## src/sv/packed_glyph_rasterizer_core_assert.svh

```systemverilog
// ----------------------------------------------------------------------------
// Packed glyph rasterizer assertion macros
// Shared concurrent assertion forms for the rasterizer modules.
// ----------------------------------------------------------------------------
`ifndef PACKED_GLYPH_RASTERIZER_CORE_ASSERT_SVH
`define PACKED_GLYPH_RASTERIZER_CORE_ASSERT_SVH

// same-cycle implication, checked outside reset
`define PGR_ASSERT_IMPLY(label, clk, rst, ante, cons, msg) \
   label: assert property (@(posedge clk) disable iff (rst) (ante) |-> (cons)) \
      else $error(msg);

// next-cycle implication, checked outside reset
`define PGR_ASSERT_NEXT(label, clk, rst, ante, cons, msg) \
   label: assert property (@(posedge clk) disable iff (rst) (ante) |=> (cons)) \
      else $error(msg);

`endif

```

## src/sv/pgr_pkg.sv

```systemverilog
// ----------------------------------------------------------------------------
// Packed glyph rasterizer package
// Shared constants, register indexes and the front-to-back job type.
// ----------------------------------------------------------------------------
`default_nettype none

package pgr_pkg;

   // number of glyphs in the font before the search gives up
   localparam logic [7:0] GLYPH_COUNT = 8'd222;

   // job queue between parser and pixel expander
   localparam int QUEUE_DEPTH = 2;
   localparam int QPTR_W      = 1;
   localparam int QCNT_W      = 2;

   // configuration register indexes
   localparam logic [2:0] CSR_TARGET_GLYPH = 3'd0;
   localparam logic [2:0] CSR_ORIGIN_X     = 3'd1;
   localparam logic [2:0] CSR_ORIGIN_Y     = 3'd2;
   localparam logic [2:0] CSR_INK_COLOR    = 3'd3;
   localparam logic [2:0] CSR_GLYPH_HEIGHT = 3'd4;

   // result kinds
   localparam logic KIND_PIXEL = 1'b0;
   localparam logic KIND_DONE  = 1'b1;

   typedef struct packed {
      logic [7:0]  target_glyph;
      logic [15:0] origin_x;
      logic [15:0] origin_y;
      logic [7:0]  ink_color;
      logic [6:0]  glyph_height;
   } cfg_type;

   // one parsed byte worth of work for the back end
   typedef struct packed {
      logic [7:0]  bits;        // pixel bits still to draw, MSB first
      logic [1:0]  shift;       // log2 of glyph width
      logic [13:0] y_base;      // row offset of this data byte
      logic        has_done;    // glyph done result follows the pixels
      logic [7:0]  done_width;  // width carried by the done result
   } job_type;

endpackage

`default_nettype wire

```

## src/sv/pgr_front.sv

```systemverilog
// ----------------------------------------------------------------------------
// Packed glyph rasterizer front end
// Parses the font byte stream and posts pixel and done jobs to the queue.
// ----------------------------------------------------------------------------
`default_nettype none

module pgr_front (
   input  wire                  clock,
   input  wire                  reset,
   input  wire pgr_pkg::cfg_type cfg,
   input  wire                  req_valid,
   output logic                 req_ready,
   input  wire  [7:0]           req_font_byte,
   input  wire                  req_stream_start,
   input  wire                  q_full,
   output logic                 q_push,
   output pgr_pkg::job_type     q_job
);

   logic [7:0]  glyph_counter_ff, glyph_counter_in;
   logic        expect_width_ff, expect_width_in;
   logic [10:0] bytes_left_ff, bytes_left_in;
   logic [7:0]  current_width_ff, current_width_in;
   logic [10:0] data_byte_index_ff, data_byte_index_in;
   logic        finished_ff, finished_in;

   logic        accept;
   logic [7:0]  cnt_e, cw_e;
   logic        expw_e, fin_e;
   logic [10:0] bl_e, idx_e, bl_dec;
   logic [14:0] glyph_len_prod;
   logic [10:0] glyph_len;
   logic        ends, is_target, width_ok;
   logic [1:0]  shift;
   logic [7:0]  cnt_inc;

   assign req_ready = !q_full;
   assign accept    = req_valid && req_ready;

   // state as seen after an optional stream restart
   always_comb begin
      cnt_e  = req_stream_start ? 8'd0  : glyph_counter_ff;
      expw_e = req_stream_start ? 1'b1  : expect_width_ff;
      bl_e   = req_stream_start ? 11'd0 : bytes_left_ff;
      cw_e   = req_stream_start ? 8'd0  : current_width_ff;
      idx_e  = req_stream_start ? 11'd0 : data_byte_index_ff;
      fin_e  = req_stream_start ? 1'b0  : finished_ff;
   end

   assign glyph_len_prod = 15'(cfg.glyph_height) * 15'(req_font_byte);
   assign glyph_len      = glyph_len_prod[13:3];
   assign bl_dec         = bl_e - 11'd1;
   assign is_target      = (cnt_e == cfg.target_glyph);
   assign cnt_inc        = cnt_e + 8'd1;

   // width decode: only power-of-two widths up to 8 draw
   always_comb begin
      width_ok = 1'b1;
      shift    = 2'd0;
      case (cw_e)
         8'd1:    shift = 2'd0;
         8'd2:    shift = 2'd1;
         8'd4:    shift = 2'd2;
         8'd8:    shift = 2'd3;
         default: width_ok = 1'b0;
      endcase
   end

   // parse step
   always_comb begin
      glyph_counter_in   = cnt_e;
      expect_width_in    = expw_e;
      bytes_left_in      = bl_e;
      current_width_in   = cw_e;
      data_byte_index_in = idx_e;
      finished_in        = fin_e;
      ends               = 1'b0;
      q_job              = '0;
      q_job.shift        = shift;
      q_job.y_base       = 14'(idx_e) << (2'd3 - shift);

      if (!fin_e) begin
         if (expw_e) begin
            current_width_in   = req_font_byte;
            bytes_left_in      = glyph_len;
            data_byte_index_in = 11'd0;
            expect_width_in    = 1'b0;
            ends               = (glyph_len == 11'd0);
         end else begin
            if (is_target && width_ok) begin
               q_job.bits = req_font_byte;
            end
            data_byte_index_in = idx_e + 11'd1;
            bytes_left_in      = bl_dec;
            ends               = (bl_dec == 11'd0);
         end

         // glyph ends on this byte
         if (ends) begin
            if (is_target) begin
               q_job.has_done   = 1'b1;
               q_job.done_width = current_width_in;
               finished_in      = 1'b1;
            end else begin
               glyph_counter_in = cnt_inc;
               expect_width_in  = 1'b1;
               if (cnt_inc >= pgr_pkg::GLYPH_COUNT) begin
                  q_job.has_done   = 1'b1;
                  q_job.done_width = 8'd0;
                  finished_in      = 1'b1;
               end
            end
         end
      end
   end

   assign q_push = accept && ((q_job.bits != 8'd0) || q_job.has_done);

   // parser state registers
   always_ff @(posedge clock) begin
      if (reset) begin
         glyph_counter_ff   <= 8'd0;
         expect_width_ff    <= 1'b1;
         bytes_left_ff      <= 11'd0;
         current_width_ff   <= 8'd0;
         data_byte_index_ff <= 11'd0;
         finished_ff        <= 1'b0;
      end else if (accept) begin
         glyph_counter_ff   <= glyph_counter_in;
         expect_width_ff    <= expect_width_in;
         bytes_left_ff      <= bytes_left_in;
         current_width_ff   <= current_width_in;
         data_byte_index_ff <= data_byte_index_in;
         finished_ff        <= finished_in;
      end
   end

endmodule

`default_nettype wire

```

## src/sv/pgr_queue.sv

```systemverilog
// ----------------------------------------------------------------------------
// Packed glyph rasterizer job queue
// Small FIFO that decouples the stream parser from the pixel expander.
// ----------------------------------------------------------------------------
`default_nettype none

module pgr_queue (
   input  wire                  clock,
   input  wire                  reset,
   input  wire                  push,
   input  wire pgr_pkg::job_type push_job,
   input  wire                  pop,
   output logic                 full,
   output logic                 not_empty,
   output pgr_pkg::job_type     head_job
);

   `include "packed_glyph_rasterizer_core_assert.svh"

   pgr_pkg::job_type            mem_ff [pgr_pkg::QUEUE_DEPTH];
   logic [pgr_pkg::QPTR_W-1:0]  wr_ptr_ff, wr_ptr_in;
   logic [pgr_pkg::QPTR_W-1:0]  rd_ptr_ff, rd_ptr_in;
   logic [pgr_pkg::QCNT_W-1:0]  count_ff, count_in;

   assign full      = (count_ff == pgr_pkg::QCNT_W'(pgr_pkg::QUEUE_DEPTH));
   assign not_empty = (count_ff != '0);
   assign head_job  = mem_ff[rd_ptr_ff];

   // pointer and fill count update
   always_comb begin
      wr_ptr_in = push ? wr_ptr_ff + 1'b1 : wr_ptr_ff;
      rd_ptr_in = pop  ? rd_ptr_ff + 1'b1 : rd_ptr_ff;
      count_in  = count_ff;
      if (push && !pop) begin
         count_in = count_ff + 1'b1;
      end else if (pop && !push) begin
         count_in = count_ff - 1'b1;
      end
   end

   always_ff @(posedge clock) begin
      if (reset) begin
         wr_ptr_ff <= '0;
         rd_ptr_ff <= '0;
         count_ff  <= '0;
      end else begin
         wr_ptr_ff <= wr_ptr_in;
         rd_ptr_ff <= rd_ptr_in;
         count_ff  <= count_in;
      end
   end

   // storage
   always_ff @(posedge clock) begin
      if (push) begin
         mem_ff[wr_ptr_ff] <= push_job;
      end
   end

   `PGR_ASSERT_IMPLY(a_no_push_full, clock, reset, push, !full || pop, "push into full queue")
   `PGR_ASSERT_IMPLY(a_no_pop_empty, clock, reset, pop, not_empty, "pop from empty queue")
   `PGR_ASSERT_NEXT(a_count_step, clock, reset, push && !pop, count_ff == $past(count_ff) + 1'b1, "fill count missed a push")

endmodule

`default_nettype wire

```

## src/sv/pgr_back.sv

```systemverilog
// ----------------------------------------------------------------------------
// Packed glyph rasterizer back end
// Registers one result per cycle from queued jobs unless the output stalls.
// ----------------------------------------------------------------------------
`default_nettype none

module pgr_back (
   input  wire                  clock,
   input  wire                  reset,
   input  wire pgr_pkg::cfg_type cfg,
   input  wire                  q_not_empty,
   input  wire pgr_pkg::job_type q_head,
   output logic                 q_pop,
   output logic                 rsp_valid,
   input  wire                  rsp_ready,
   output logic                 rsp_result_kind,
   output logic [15:0]          rsp_pixel_x,
   output logic [15:0]          rsp_pixel_y,
   output logic [7:0]           rsp_pixel_color,
   output logic [7:0]           rsp_glyph_width,
   output logic                 rsp_last_of_item
);

   `include "packed_glyph_rasterizer_core_assert.svh"

   logic              cur_valid_ff, cur_valid_in;
   pgr_pkg::job_type  cur_ff, cur_in;
   logic              rsp_valid_ff, rsp_valid_in;
   logic              kind_ff, kind_in;
   logic [15:0]       x_ff, x_in;
   logic [15:0]       y_ff, y_in;
   logic [7:0]        color_ff, color_in;
   logic [7:0]        width_ff, width_in;
   logic              last_ff, last_in;

   pgr_pkg::job_type  src;
   logic              src_valid, out_free, fire, remaining;
   logic [2:0]        j;
   logic              found;
   logic [7:0]        bits_next;
   logic [2:0]        col_mask;

   assign src       = cur_valid_ff ? cur_ff : q_head;
   assign src_valid = cur_valid_ff || q_not_empty;
   assign out_free  = !rsp_valid_ff || rsp_ready;
   assign fire      = src_valid && out_free;
   assign q_pop     = fire && !cur_valid_ff;

   // leading set bit, MSB first
   always_comb begin
      j     = 3'd0;
      found = 1'b0;
      for (int i = 0; i < 8; i++) begin
         if (!found && src.bits[7 - i]) begin
            j     = 3'(i);
            found = 1'b1;
         end
      end
   end

   assign col_mask  = 3'((4'd1 << src.shift) - 4'd1);
   assign bits_next = src.bits & ~(8'h80 >> j);

   // result formation
   always_comb begin
      kind_in      = kind_ff;
      x_in         = x_ff;
      y_in         = y_ff;
      color_in     = color_ff;
      width_in     = width_ff;
      last_in      = last_ff;
      remaining    = 1'b0;
      cur_in       = src;
      cur_in.bits  = bits_next;
      if (found) begin
         kind_in   = pgr_pkg::KIND_PIXEL;
         x_in      = cfg.origin_x + 16'(j & col_mask);
         y_in      = cfg.origin_y + 16'(src.y_base) + 16'(j >> src.shift);
         color_in  = cfg.ink_color;
         width_in  = 8'd0;
         remaining = (bits_next != 8'd0) || src.has_done;
         last_in   = !remaining;
      end else begin
         kind_in   = pgr_pkg::KIND_DONE;
         x_in      = 16'd0;
         y_in      = 16'd0;
         color_in  = 8'd0;
         width_in  = src.done_width;
         last_in   = 1'b1;
      end
   end

   // work-in-progress and output valid
   always_comb begin
      cur_valid_in = cur_valid_ff;
      rsp_valid_in = rsp_valid_ff;
      if (rsp_valid_ff && rsp_ready) begin
         rsp_valid_in = 1'b0;
      end
      if (fire) begin
         cur_valid_in = remaining;
         rsp_valid_in = 1'b1;
      end
   end

   always_ff @(posedge clock) begin
      if (reset) begin
         cur_valid_ff <= 1'b0;
         rsp_valid_ff <= 1'b0;
      end else begin
         cur_valid_ff <= cur_valid_in;
         rsp_valid_ff <= rsp_valid_in;
      end
   end

   // payload registers
   always_ff @(posedge clock) begin
      if (fire) begin
         cur_ff   <= cur_in;
         kind_ff  <= kind_in;
         x_ff     <= x_in;
         y_ff     <= y_in;
         color_ff <= color_in;
         width_ff <= width_in;
         last_ff  <= last_in;
      end
   end

   assign rsp_valid        = rsp_valid_ff;
   assign rsp_result_kind  = kind_ff;
   assign rsp_pixel_x      = x_ff;
   assign rsp_pixel_y      = y_ff;
   assign rsp_pixel_color  = color_ff;
   assign rsp_glyph_width  = width_ff;
   assign rsp_last_of_item = last_ff;

   `PGR_ASSERT_IMPLY(a_done_is_last, clock, reset, rsp_valid && (rsp_result_kind == pgr_pkg::KIND_DONE), rsp_last_of_item, "done result not last of item")
   `PGR_ASSERT_IMPLY(a_done_clean, clock, reset, rsp_valid && (rsp_result_kind == pgr_pkg::KIND_DONE), (rsp_pixel_x == 16'd0) && (rsp_pixel_y == 16'd0) && (rsp_pixel_color == 8'd0), "done result carries pixel data")
   `PGR_ASSERT_IMPLY(a_pop_only_idle, clock, reset, q_pop, !cur_valid_ff && out_free, "queue popped while a job is in progress")

endmodule

`default_nettype wire

```

## src/sv/packed_glyph_rasterizer_core.sv

```systemverilog
// ----------------------------------------------------------------------------
// Packed glyph rasterizer core
// Turns one glyph of a packed variable-width font byte stream into pixels.
// ----------------------------------------------------------------------------
// The font arrives one byte per req transaction. A parser accepts a byte
// every cycle while its two-entry job queue has room, so bytes of skipped
// glyphs and bytes that yield nothing stream at one per cycle. Each byte of
// the target glyph expands in the back end into one rsp transaction per set
// bit, MSB first, followed by the glyph done result where the glyph ends; the
// back end issues one result per cycle through its output register while
// rsp_ready does not stall it, so a target byte with n set bits yields n
// results (n + 1 with the done result, at most 9). A byte's job is queued,
// then its result is registered. Registers are written through the csr port
// (always ready) and must only change while the core is idle.
`default_nettype none

module packed_glyph_rasterizer_core (
   input  wire          clock,
   input  wire          reset,
   input  wire          csr_valid,
   output logic         csr_ready,
   input  wire  [2:0]   csr_index,
   input  wire  [15:0]  csr_data,
   input  wire          req_valid,
   output logic         req_ready,
   input  wire  [7:0]   req_font_byte,
   input  wire          req_stream_start,
   output logic         rsp_valid,
   input  wire          rsp_ready,
   output logic         rsp_result_kind,
   output logic [15:0]  rsp_pixel_x,
   output logic [15:0]  rsp_pixel_y,
   output logic [7:0]   rsp_pixel_color,
   output logic [7:0]   rsp_glyph_width,
   output logic         rsp_last_of_item
);

   pgr_pkg::cfg_type  cfg_ff, cfg_in;
   logic              q_full, q_push, q_pop, q_not_empty;
   pgr_pkg::job_type  q_job, q_head;

   assign csr_ready = 1'b1;

   // configuration registers
   always_comb begin
      cfg_in = cfg_ff;
      if (csr_valid) begin
         case (csr_index)
            pgr_pkg::CSR_TARGET_GLYPH: cfg_in.target_glyph = csr_data[7:0];
            pgr_pkg::CSR_ORIGIN_X:     cfg_in.origin_x     = csr_data;
            pgr_pkg::CSR_ORIGIN_Y:     cfg_in.origin_y     = csr_data;
            pgr_pkg::CSR_INK_COLOR:    cfg_in.ink_color    = csr_data[7:0];
            pgr_pkg::CSR_GLYPH_HEIGHT: cfg_in.glyph_height = csr_data[6:0];
            default:                   cfg_in = cfg_ff;
         endcase
      end
   end

   always_ff @(posedge clock) begin
      if (reset) begin
         cfg_ff.target_glyph <= 8'd0;
         cfg_ff.origin_x     <= 16'd0;
         cfg_ff.origin_y     <= 16'd0;
         cfg_ff.ink_color    <= 8'd15;
         cfg_ff.glyph_height <= 7'd8;
      end else begin
         cfg_ff <= cfg_in;
      end
   end

   pgr_front u_front (
      .clock            (clock),
      .reset            (reset),
      .cfg              (cfg_ff),
      .req_valid        (req_valid),
      .req_ready        (req_ready),
      .req_font_byte    (req_font_byte),
      .req_stream_start (req_stream_start),
      .q_full           (q_full),
      .q_push           (q_push),
      .q_job            (q_job)
   );

   pgr_queue u_queue (
      .clock     (clock),
      .reset     (reset),
      .push      (q_push),
      .push_job  (q_job),
      .pop       (q_pop),
      .full      (q_full),
      .not_empty (q_not_empty),
      .head_job  (q_head)
   );

   pgr_back u_back (
      .clock            (clock),
      .reset            (reset),
      .cfg              (cfg_ff),
      .q_not_empty      (q_not_empty),
      .q_head           (q_head),
      .q_pop            (q_pop),
      .rsp_valid        (rsp_valid),
      .rsp_ready        (rsp_ready),
      .rsp_result_kind  (rsp_result_kind),
      .rsp_pixel_x      (rsp_pixel_x),
      .rsp_pixel_y      (rsp_pixel_y),
      .rsp_pixel_color  (rsp_pixel_color),
      .rsp_glyph_width  (rsp_glyph_width),
      .rsp_last_of_item (rsp_last_of_item)
   );

endmodule

`default_nettype wire
```

## config.mk

```make
export PLATFORM = sky130hd
export DESIGN_NAME = packed_glyph_rasterizer_core
export DESIGN_NICKNAME = d
export VERILOG_FILES = /design/src/sv/pgr_pkg.sv /design/src/sv/pgr_front.sv /design/src/sv/pgr_queue.sv /design/src/sv/pgr_back.sv /design/src/sv/packed_glyph_rasterizer_core.sv
export VERILOG_INCLUDE_DIRS = /design/src /design/src/sv
export SDC_FILE = /design/constraint.sdc
export NUM_CORES = 1
export LEC_CHECK = 0
export BUFFER_PORTS_ARGS = -buffer_cell sky130_fd_sc_hd__buf_2
export CORE_ASPECT_RATIO = 1.75
export CORE_UTILIZATION = 50
export DETAILED_ROUTE_END_ITERATION = 6
export PLACE_DENSITY = 0.68
export REMOVE_ABC_BUFFERS = 1
export SLEW_MARGIN = 10
export SYNTH_ARGS = -nofsm -noshare
export SYNTH_HDL_FRONTEND = slang
export SYNTH_HIERARCHICAL = 1
export SYNTH_SLANG_ARGS = --single-unit
```

## constraint.sdc

```tcl
create_clock -name clock -period 11.8 [get_ports clock]
set_clock_uncertainty 0.2 [all_clocks]
set_input_delay 1.77 -clock clock [delete_from_list [all_inputs] [get_ports clock]]
set_output_delay 1.77 -clock clock [all_outputs]
set_load 0.01 [all_outputs]
```

# [Word level (Yosys, flattened, before mapping)]
# Memories as Yosys holds them, arrays and structs flattened. A register that Yosys moved wholly into a read port is not among the register bits.
# Index checks and enable logic that the tools add are counted.
[word_totals] output_inout_bits=53 reg_bits=184 n_memories=1 word_cells=164 mem_bits_rw=66
[classes] n_mux=59 reduce_logical=46 shifts=4 add_sub_neg=12 n_eq_ne=10 order_cmp=1 n_mul=1 bitwise=3
[memory_table] name="u_queue.mem_ff" words=2 width=33 read_ports=1 rd_clocked_by_memory_dff=1 wr=1 line_no="pgr_queue.sv:20" text="pgr_pkg::job_type mem_ff [pgr_pkg::QUEUE_DEPTH];"
[op_table] op="8-bit 2-to-1 mux" n=10
[op_table] op="11-bit 2-to-1 mux" n=6
[op_table] op="9-bit 2-to-1 mux" n=4
[op_table] op="33-bit 2-to-1 mux" n=1
[op_table] op="16-bit adder" n=2
[op_table] op="1-bit 2-to-1 mux" n=29
[op_table] op="11-bit zero test" n=2
[op_table] op="16-bit by 14-bit adder with 16-bit output" n=1
[op_table] op="8-bit nonzero test" n=2
[op_table] op="3-bit by 2-bit >> shifter with 16-bit output" n=1
[op_table] op="1-bit logical AND" n=15
[op_table] op="7-bit by 8-bit multiplier with 14-bit output" n=1
[op_table] op="11-bit by 2-bit << shifter with 14-bit output" n=1
[op_table] op="1-bit zero test" n=13
[op_table] op="3-bit 2-to-1 mux" n=4
[op_table] op="11-bit by 1-bit adder with 11-bit output, second input constant" n=1
[op_table] op="11-bit by 1-bit subtractor with 11-bit output, second input constant" n=1
[op_table] op="2-bit AND reduction" n=5
[op_table] op="8-bit by 1-bit adder with 8-bit output, second input constant" n=1
[op_table] op="8-bit AND" n=1
[op_table] op="8-bit by 1-bit equality test with 1-bit output, second input constant" n=1
[op_table] op="8-bit by 2-bit equality test with 1-bit output, second input constant" n=1
[op_table] op="8-bit by 3-bit equality test with 1-bit output, second input constant" n=1
[op_table] op="8-bit by 4-bit equality test with 1-bit output, second input constant" n=1
[op_table] op="21 further kinds" n=31

# [Longest topological paths before layout]
# Gate-level depths: netlist of the first run.
[depth] ltp_word=29 ltp_mapped=23 depth_no_buf=21

# [Hierarchy]
# The synthesis of the first run kept the hierarchy.
[by_module_without_submodules] module="pgr_front" area_per_inst_um2=4999.8 instances=1 cells_each=670 seq_area_each_um2=800.8
[by_module_without_submodules] module="pgr_back" area_per_inst_um2=4865.9 instances=1 cells_each=414 seq_area_each_um2=2532.4
[by_module_without_submodules] module="pgr_queue" area_per_inst_um2=2591.2 instances=1 cells_each=125 seq_area_each_um2=2082.0
[by_module_without_submodules] module="packed_glyph_rasterizer_core" area_per_inst_um2=2265.9 instances=1 cells_each=210 seq_area_each_um2=1101.1

# [Least setup slack after synthesis of the first run]
# No wires, ideal clock.
[synth_path] path_kind="input port to flip-flop" startpoint="input req_font_byte[0]" endpoint="memory u_queue/mem_ff[0][0] in the netlist's numbering (enable)" setup_ns=0.427 required_ns=11.173 path_buffers=2 setup_slack_ns=3.262 arrival_time_ns=7.911 stages=18 cell_sequence="clkbuf_1 nand2_1 fa_1 fa_1 fa_1 inv_1 fa_1 ha_1 clkbuf_1 a21o_1 a31oi_1 o211a_1 and3_2 or2_2 o41ai_2 and3_1 o21a_1 nor2b_1"
[synth_rtl] element="from (decl)" line_no="packed_glyph_rasterizer_core.sv:26" text="input wire [7:0] req_font_byte,"
[synth_rtl] element="to (decl)" line_no="pgr_queue.sv:20"

==> flow_metrics.py, run 1 <==
metrics = {
    "floorplan": {
        "die_h_um": 229,
        "core_mm2": 0.02883,
        "start_util_pct": 51.07,
        "rows": 82,
        "die_area_mm2": 0.03016,
        "num_io_pins": 86,
        "die-width_um": 131.7,
    },
    "logic_synthesis": {
        "synth_warnings": 6,
        "synth_area_leaders": "edfxtp_1 (30%), dfxtp_1 (14%), ha_1 (5.4%), mux2i_1 (4.8%), fa_1 (4.5%)",
        "synth_area_leader_cell": "edfxtp_1",
        "synth_cell_types": 91,
        "avgSynthCellArea_um2": 10.38,
        "syn_inst": 1419,
        "seq_area_frac_synth_pct": 44.26,
        "ys_seq_elements": 251,
        "ys_async_sr_fraction_pct": 0,
        "syn_area_mm2": 0.01472,
        "synth_flop_cell": "edfxtp_1",
        "synth_top_area_share_pct": 30.39,
        "synth_edf_count": 149,
    },
    "timing": {
        "setup_tns_ns": 0,
        "min_period_over_period_pct": 62.34,
        "whs_ns": 0.2740,
        "hold_violations": 0,
        "slew_headroom_pct": 27.00,
        "clock.fmax_mhz": 135.9,
        "worstMarginPinSlew_ns": 1.093,
        "setup_violations": 0,
        "fin_crit_ns": 7.357,
        "slew_viol_final": 0,
        "rsz0062_at_grt": "no",
    },
    "power": {
        "p_per_area_mw_per_mm2": 180.3,
        "power_frac_clock_pct": 27.9,
        "max-vdd-ir-drop_uv": 116.7,
        "intPower_mw": 1.975,
        "seqPwrFrac_pct": 42.7,
        "p_comb_share_pct": 29.4,
        "leakagePower_nw": 6.482,
        "p_sw_mw": 0.9351,
        "swShare_pct": 32.14,
    },
    "placement": {
        "place_hpwl_mm": 24.13,
        "globalplace.congestion": 0.8592,
        "io_buffers": 84,
    },
    "grt": {
        "grt_max_degree": 85,
        "grt_usage_pct": 22.06,
        "grt_antenna_before_repair": 0,
        "overflow": 0,
        "grt_first_pass_wirelength_mm": 53.28,
        "grt_pass1_vias": 10407,
    },
    "detailed_routing": {
        "drc": 0,
        "drtIter0Drc": 597,
        "ant_nets": 0,
        "routed_wl_mm": 32.90,
        "wl_per_cell_um": 17.71,
        "vias": 10534,
        "via_per_inst": 5.670,
        "drt_first_pass_iters": 5,
    },
    "critical_path": {
        "end_kind": "register",
        "critPathKind": "in -> reg",
        "arrival_ns": 7.33,
        "cp-start-kind": "input pin",
        "cp.required_ns": 11.77,
        "cp_max_fo": 33,
    },
    "layout": {
        "final_common_cell": "edfxtp_1",
        "area_growth_pct": 9.612,
        "drive_gt1_share_pct": 15.14,
        "diodes": 0,
        "nNetsFinal": 1591,
        "final_cell_mix": "edfxtp_1 (149), nand2_1 (129), nor2_1 (111)",
    },
    "worst_hold_path": {
        "hold_class": "reg -> reg",
    },
    "cts": {
        "h-tree-depth": 1,
        "numCtsBuffers": 24,
        "clock_sinks": 251,
        "clk_pin_slew_ns": 0.07,
        "clock_latency_ns": 0.54,
        "cts_hold_buf": 0,
        "cts_tree": "done",
        "post_cts_buffers": 0,
        "ctsResizeCount": 0,
        "cts.path.max_buffers": 3,
        "root_buffer": "clkbuf_16",
    },
    "run_status": {
        "status": "finished, final reports clean",
    },
    "job": {
        "maxCapViolations": 0,
    },
}
## layout make-up
type | count | area, um2
fill | 2469 | 12690
multi-input combinational | 1029 | 7560
sequential | 251 | 6518
clock buffer | 32 | 735.7
timing repair buffer | 95 | 505.5
tap | 378 | 473.0
inverter | 61 | 229.0
clock inverter | 12 | 117.6
## cell usage after synthesis (11+ instances only)
cell type and count:
xnor2_1 26, edfxtp_1 149, a21o_1 11, ha_1 63, mux2_2 56, xor2_1 15
inv_1 59, nand3_1 18, clkbuf_1 47, dfxtp_1 102, nor2_1 112, a211oi_1 16
fa_1 33, and3_1 21, nor3_1 22, mux2i_1 70, nor2b_1 13, nand2b_1 76
a31oi_1 13, nand2_1 129, a21oi_1 74, a22oi_1 15, o21ai_0 34, and2_1 48
## through the flow
step	cell area [um2]	setup WS (ns)	std cells	total power, mW	util, %
floorplan	14290	3.595	1341	1.800	-
global placement	15280	4.066	1814	2.099	53.02
detailed placement	15280	3.932	1814	2.117	53.02
CTS	16140	4.483	1858	2.937	55.98
global route	16140	4.089	1858	3.071	55.98
finish	16140	4.443	1858	2.910	55.98
## path summary, 6_finish.rpt
path	start	to	slack, ns	cells after the start
worst max-delay path	req_font_byte[1]	u_queue/mem_ff[1][30]	4.44	18
worst min-delay path	cfg_ff[14]	cfg_ff[14]	0.27	2
worst max register to register	cfg_ff[6]	u_queue/mem_ff[1][30]	5.22	17
worst min register to register	cfg_ff[14]	cfg_ff[14]	0.27	2
## flip-flops by register name (all words and copies together), names as in the netlist, 2 cells and up, named ones only
name	count
u_queue/mem_ff	66
cfg_ff	55
u_back/cur_ff	33
u_back/rsp_pixel_x	16
u_back/rsp_pixel_y	16
u_front/bytes_left_ff	11
u_front/data_byte_index_ff	11
u_back/rsp_glyph_width	8
u_back/rsp_pixel_color	8
u_front/current_width_ff	8
u_front/glyph_counter_ff	8
u_queue/count_ff	2
## critical path, cell delays in order
cell and delay (ns):
buf_2 0.22, nand2_1 0.12, fa_1 0.53, fa_1 0.52, fa_1 0.56, inv_1 0.06, fa_1 0.47, ha_1 0.44
and3_1 0.27, a221o_1 0.33, a211oi_1 0.28, o22ai_1 0.15, nand3b_1 0.20, o41ai_2 0.32, and3_1 0.30, o21a_1 0.23
and2_1 0.15, buf_4 0.39
## logic make-up (layout without fill, tap and decap cells)
group | count (synthesis) | in the layout | share of synthesized area (%)
compound gates | 240 | 240 | 10.95
simple gates | 521 | 521 | 18.72
flops | 251 | 251 | 44.26
xor+xnor | 41 | 41 | 2.439
mux | 126 | 126 | 9.042
buf+inv | 139 | 200 | 4.487
other cells | 2 | 2 | 0.05101
fa+ha+maj | 99 | 99 | 10.05
## power by group through the flow
stage	Combinational (mW)	Clock, mW	Sequential, mW
3_5_place_dp	0.854	0	1.26
6_report	0.855	0.812	1.24
4_1_cts	0.861	0.832	1.24
5_1_grt	0.945	0.862	1.26
2_1_floorplan	0.478	0	1.32
3_3_place_gp	0.842	0	1.26
## routing by layer
metal,up-vias,global-route usage (%),wire length (um)
met3,72,1.970,905
met1,5084,23.98,12770
li1,5171,-,-
met2,207,42.16,17750
met5,-,0,0
met4,0,10.90,1479
No activity file was read; power rests on OpenSTA's default activity.
==> inputs of run 2 (changes only) <==
- ABC_AREA: not set -> 1
- PLACE_DENSITY: 0.68 -> 0.67
- clock period: 11.8 -> 7.7 ns (I/O delays scaled with it)
==> flow_metrics.py, run 2 <==
metrics = {
    "logic_synthesis": {
        "ys_async_sr_fraction_pct": 0,
        "synth_warnings": 6,
        "synth_area_leader_cell": "edfxtp_1",
        "syn_inst": 1805,
        "synthTopCellsByCount": "nand2_1 (396), inv_1 (254), nor2_1 (232)",
        "synth_flop_cell": "edfxtp_1",
        "avgSynthCellArea_um2": 8.346,
        "syn_area_mm2": 0.01506,
        "seq_area_frac_synth_pct": 43.26,
        "synth_most_common_cell": "nand2_1",
        "ys_seq_elements": 251,
        "synth_cell_types": 64,
        "synth_edf_count": 149,
        "synth_area_leaders": "edfxtp_1 (30%), dfxtp_1 (14%), nand2_1 (9.9%), inv_1 (6.3%), nor2_1 (5.8%)",
        "synth_top_area_share_pct": 29.70,
    },
    "layout": {
        "drive_gt1_share_pct": 12.67,
        "largest_register": "u_queue/mem_ff",
        "nNetsFinal": 1989,
        "final_cell_mix": "nand2_1 (396), inv_1 (254), nor2_1 (230)",
        "area_growth_pct": 8.305,
        "final_common_cell": "nand2_1",
        "largest_reg_flops": 66,
        "reg_top3": "u_queue/mem_ff (66), cfg_ff (55), u_back/cur_ff (33)",
        "diodes": 0,
    },
    "floorplan": {
        "core_mm2": 0.02949,
        "die_area_mm2": 0.03085,
        "start_util_pct": 51.08,
        "rows": 83,
        "die_h_um": 231.6,
        "num_io_pins": 86,
        "die-width_um": 133.2,
    },
    "detailed_routing": {
        "vias": 11754,
        "drc": 0,
        "routed_wl_mm": 34.03,
        "ant_nets": 0,
        "via_per_inst": 5.201,
        "drtIter0Drc": 707,
        "wl_per_cell_um": 15.06,
        "drt_first_pass_iters": 6,
    },
    "cts": {
        "ctsResizeCount": 0,
        "numCtsBuffers": 24,
        "post_cts_buffers": 0,
        "clock_sinks": 251,
        "cts_hold_buf": 0,
        "root_buffer": "clkbuf_16",
        "clk_pin_slew_ns": 0.06,
        "clock_latency_ns": 0.54,
        "cts_tree": "done",
        "cts.path.max_buffers": 3,
        "h-tree-depth": 1,
    },
    "worst_hold_path": {
        "hold_class": "reg -> reg",
    },
    "critical_path": {
        "path_delay_family": "adder cells",
        "cp_max_fo": 33,
        "cpMaxStageDelayCell": "fa_1",
        "end_kind": "register",
        "cpPeakStageDelay_ns": 0.56,
        "cp-start-kind": "input pin",
        "cp.required_ns": 7.67,
        "critPathKind": "in -> reg",
        "path_cells": "buf_2, nand2_1, fa_1, fa_1, fa_1, inv_1, fa_1, ha_1, nand2_1, inv_1, a21oi_1, nand2_1, nand2_1, nand2_1, nand2_1, nand2_1, nor2_1, nand3_1, nand2_1, o211ai_1, a21oi_1, inv_1, nor2_2, buf_4",
        "cpMostUsedCell": "nand2_1",
        "arrival_ns": 6.07,
        "worst-path-buf-inv": 5,
    },
    "timing": {
        "slew_headroom_pct": 33.89,
        "fin_crit_ns": 6.107,
        "setup_violations": 0,
        "setup_tns_ns": 0,
        "whs_ns": 0.2555,
        "min_period_over_period_pct": 79.31,
        "hold_violations": 0,
        "clock.fmax_mhz": 163.7,
        "slew_viol_final": 0,
        "fin_ws_ns": 1.593,
        "rsz0062_at_grt": "no",
        "worstMarginPinSlew_ns": 0.9916,
    },
    "power": {
        "total_power_mw": 4.543,
        "leakagePower_nw": 7.542,
        "max-vdd-ir-drop_uv": 207.2,
        "p_per_area_mw_per_mm2": 278.5,
    },
    "grt": {
        "overflow": 0,
        "grt_usage_pct": 22.29,
        "grt_antenna_before_repair": 0,
        "grt_max_degree": 75,
        "grt_pass1_vias": 11528,
        "grt_first_pass_wirelength_mm": 54.86,
    },
    "job": {
        "maxCapViolations": 0,
    },
    "run_status": {
        "status": "finished, final reports clean",
    },
    "placement": {
        "dpl_worst_slack_ns": 1.066,
        "globalplace.congestion": 0.8922,
        "io_buffers": 84,
        "place_hpwl_mm": 25.50,
    },
}
-- run 2: cells by family (layout without fill, tap and decap cells) --
family / after synthesis / in the layout / share of synthesized area (%)
AND/OR/NAND/NOR: 850 / 850 / 24.29
buffers and inverters: 334 / 407 / 9.784
flip-flops: 251 / 251 / 43.26
AO/OA/AOI/OAI: 203 / 203 / 7.625
adder cells (fa/ha/maj): 96 / 96 / 9.618
multiplexers: 38 / 38 / 3.571
XOR/XNOR: 31 / 31 / 1.802
other: 2 / 2 / 0.04985
-- run 2: worst paths after layout --
check / slack (ns) / from / to / cells past startpoint
setup / recovery: 1.59 / req_font_byte[0] / u_queue/mem_ff[0][6] / 24
hold / removal: 0.26 / cfg_ff[10] / cfg_ff[10] / 2
setup reg to reg: 1.68 / cfg_ff[6] / u_queue/mem_ff[0][6] / 23
hold reg to reg: 0.26 / cfg_ff[10] / cfg_ff[10] / 2
-- run 2: per-layer routing --
metal | vias up | wire [um] | GRT usage (%)
met5 | - | 0 | 0
met1 | 5493 | 12520 | 21.84
met3 | 92 | 1042 | 2.012
met2 | 253 | 18870 | 44.98
met4 | 0 | 1602 | 11.97
li1 | 5916 | - | -
-- run 2: layout make-up --
type,instances,area (um2)
Inverter,271,1027
Timing Repair Buffer,92,480.5
Clock inverter,12,97.59
Sequential cell,251,6518
Fill cell,2755,13180
Tap cell,382,478.0
Multi-Input combinational cell,1220,7084
Clock buffer,32,630.6
-- run 2: worst reg2reg max path: cells and delay by family (launching register included) --
kind	cells	cell delay, ns
AND/OR/NAND/NOR	11	1.08
flip-flops	1	0.65
buffers and inverters	4	0.59
adder cells (fa/ha/maj)	5	2.45
AO/OA/AOI/OAI	3	0.64
-- run 2: stage by stage --
step / instances / instance area (um2) / utilization (%)
2_1_floorplan: 1742 / 14620 / -
3_3_place_gp: 2216 / 15590 / 52.85
3_5_place_dp: 2216 / 15590 / 52.85
4_1_cts: 2260 / 16320 / 55.32
5_1_grt: 2260 / 16320 / 55.32
6_report: 2260 / 16320 / 55.32
-- run 2: power breakdown --
part	leakage, nW	internal (mW)	switching (mW)
Sequential	2.25	1.83	0.101
Clock	0.344	0.613	0.504
Combinational	4.95	0.498	0.995
Total	7.54	2.94	1.60
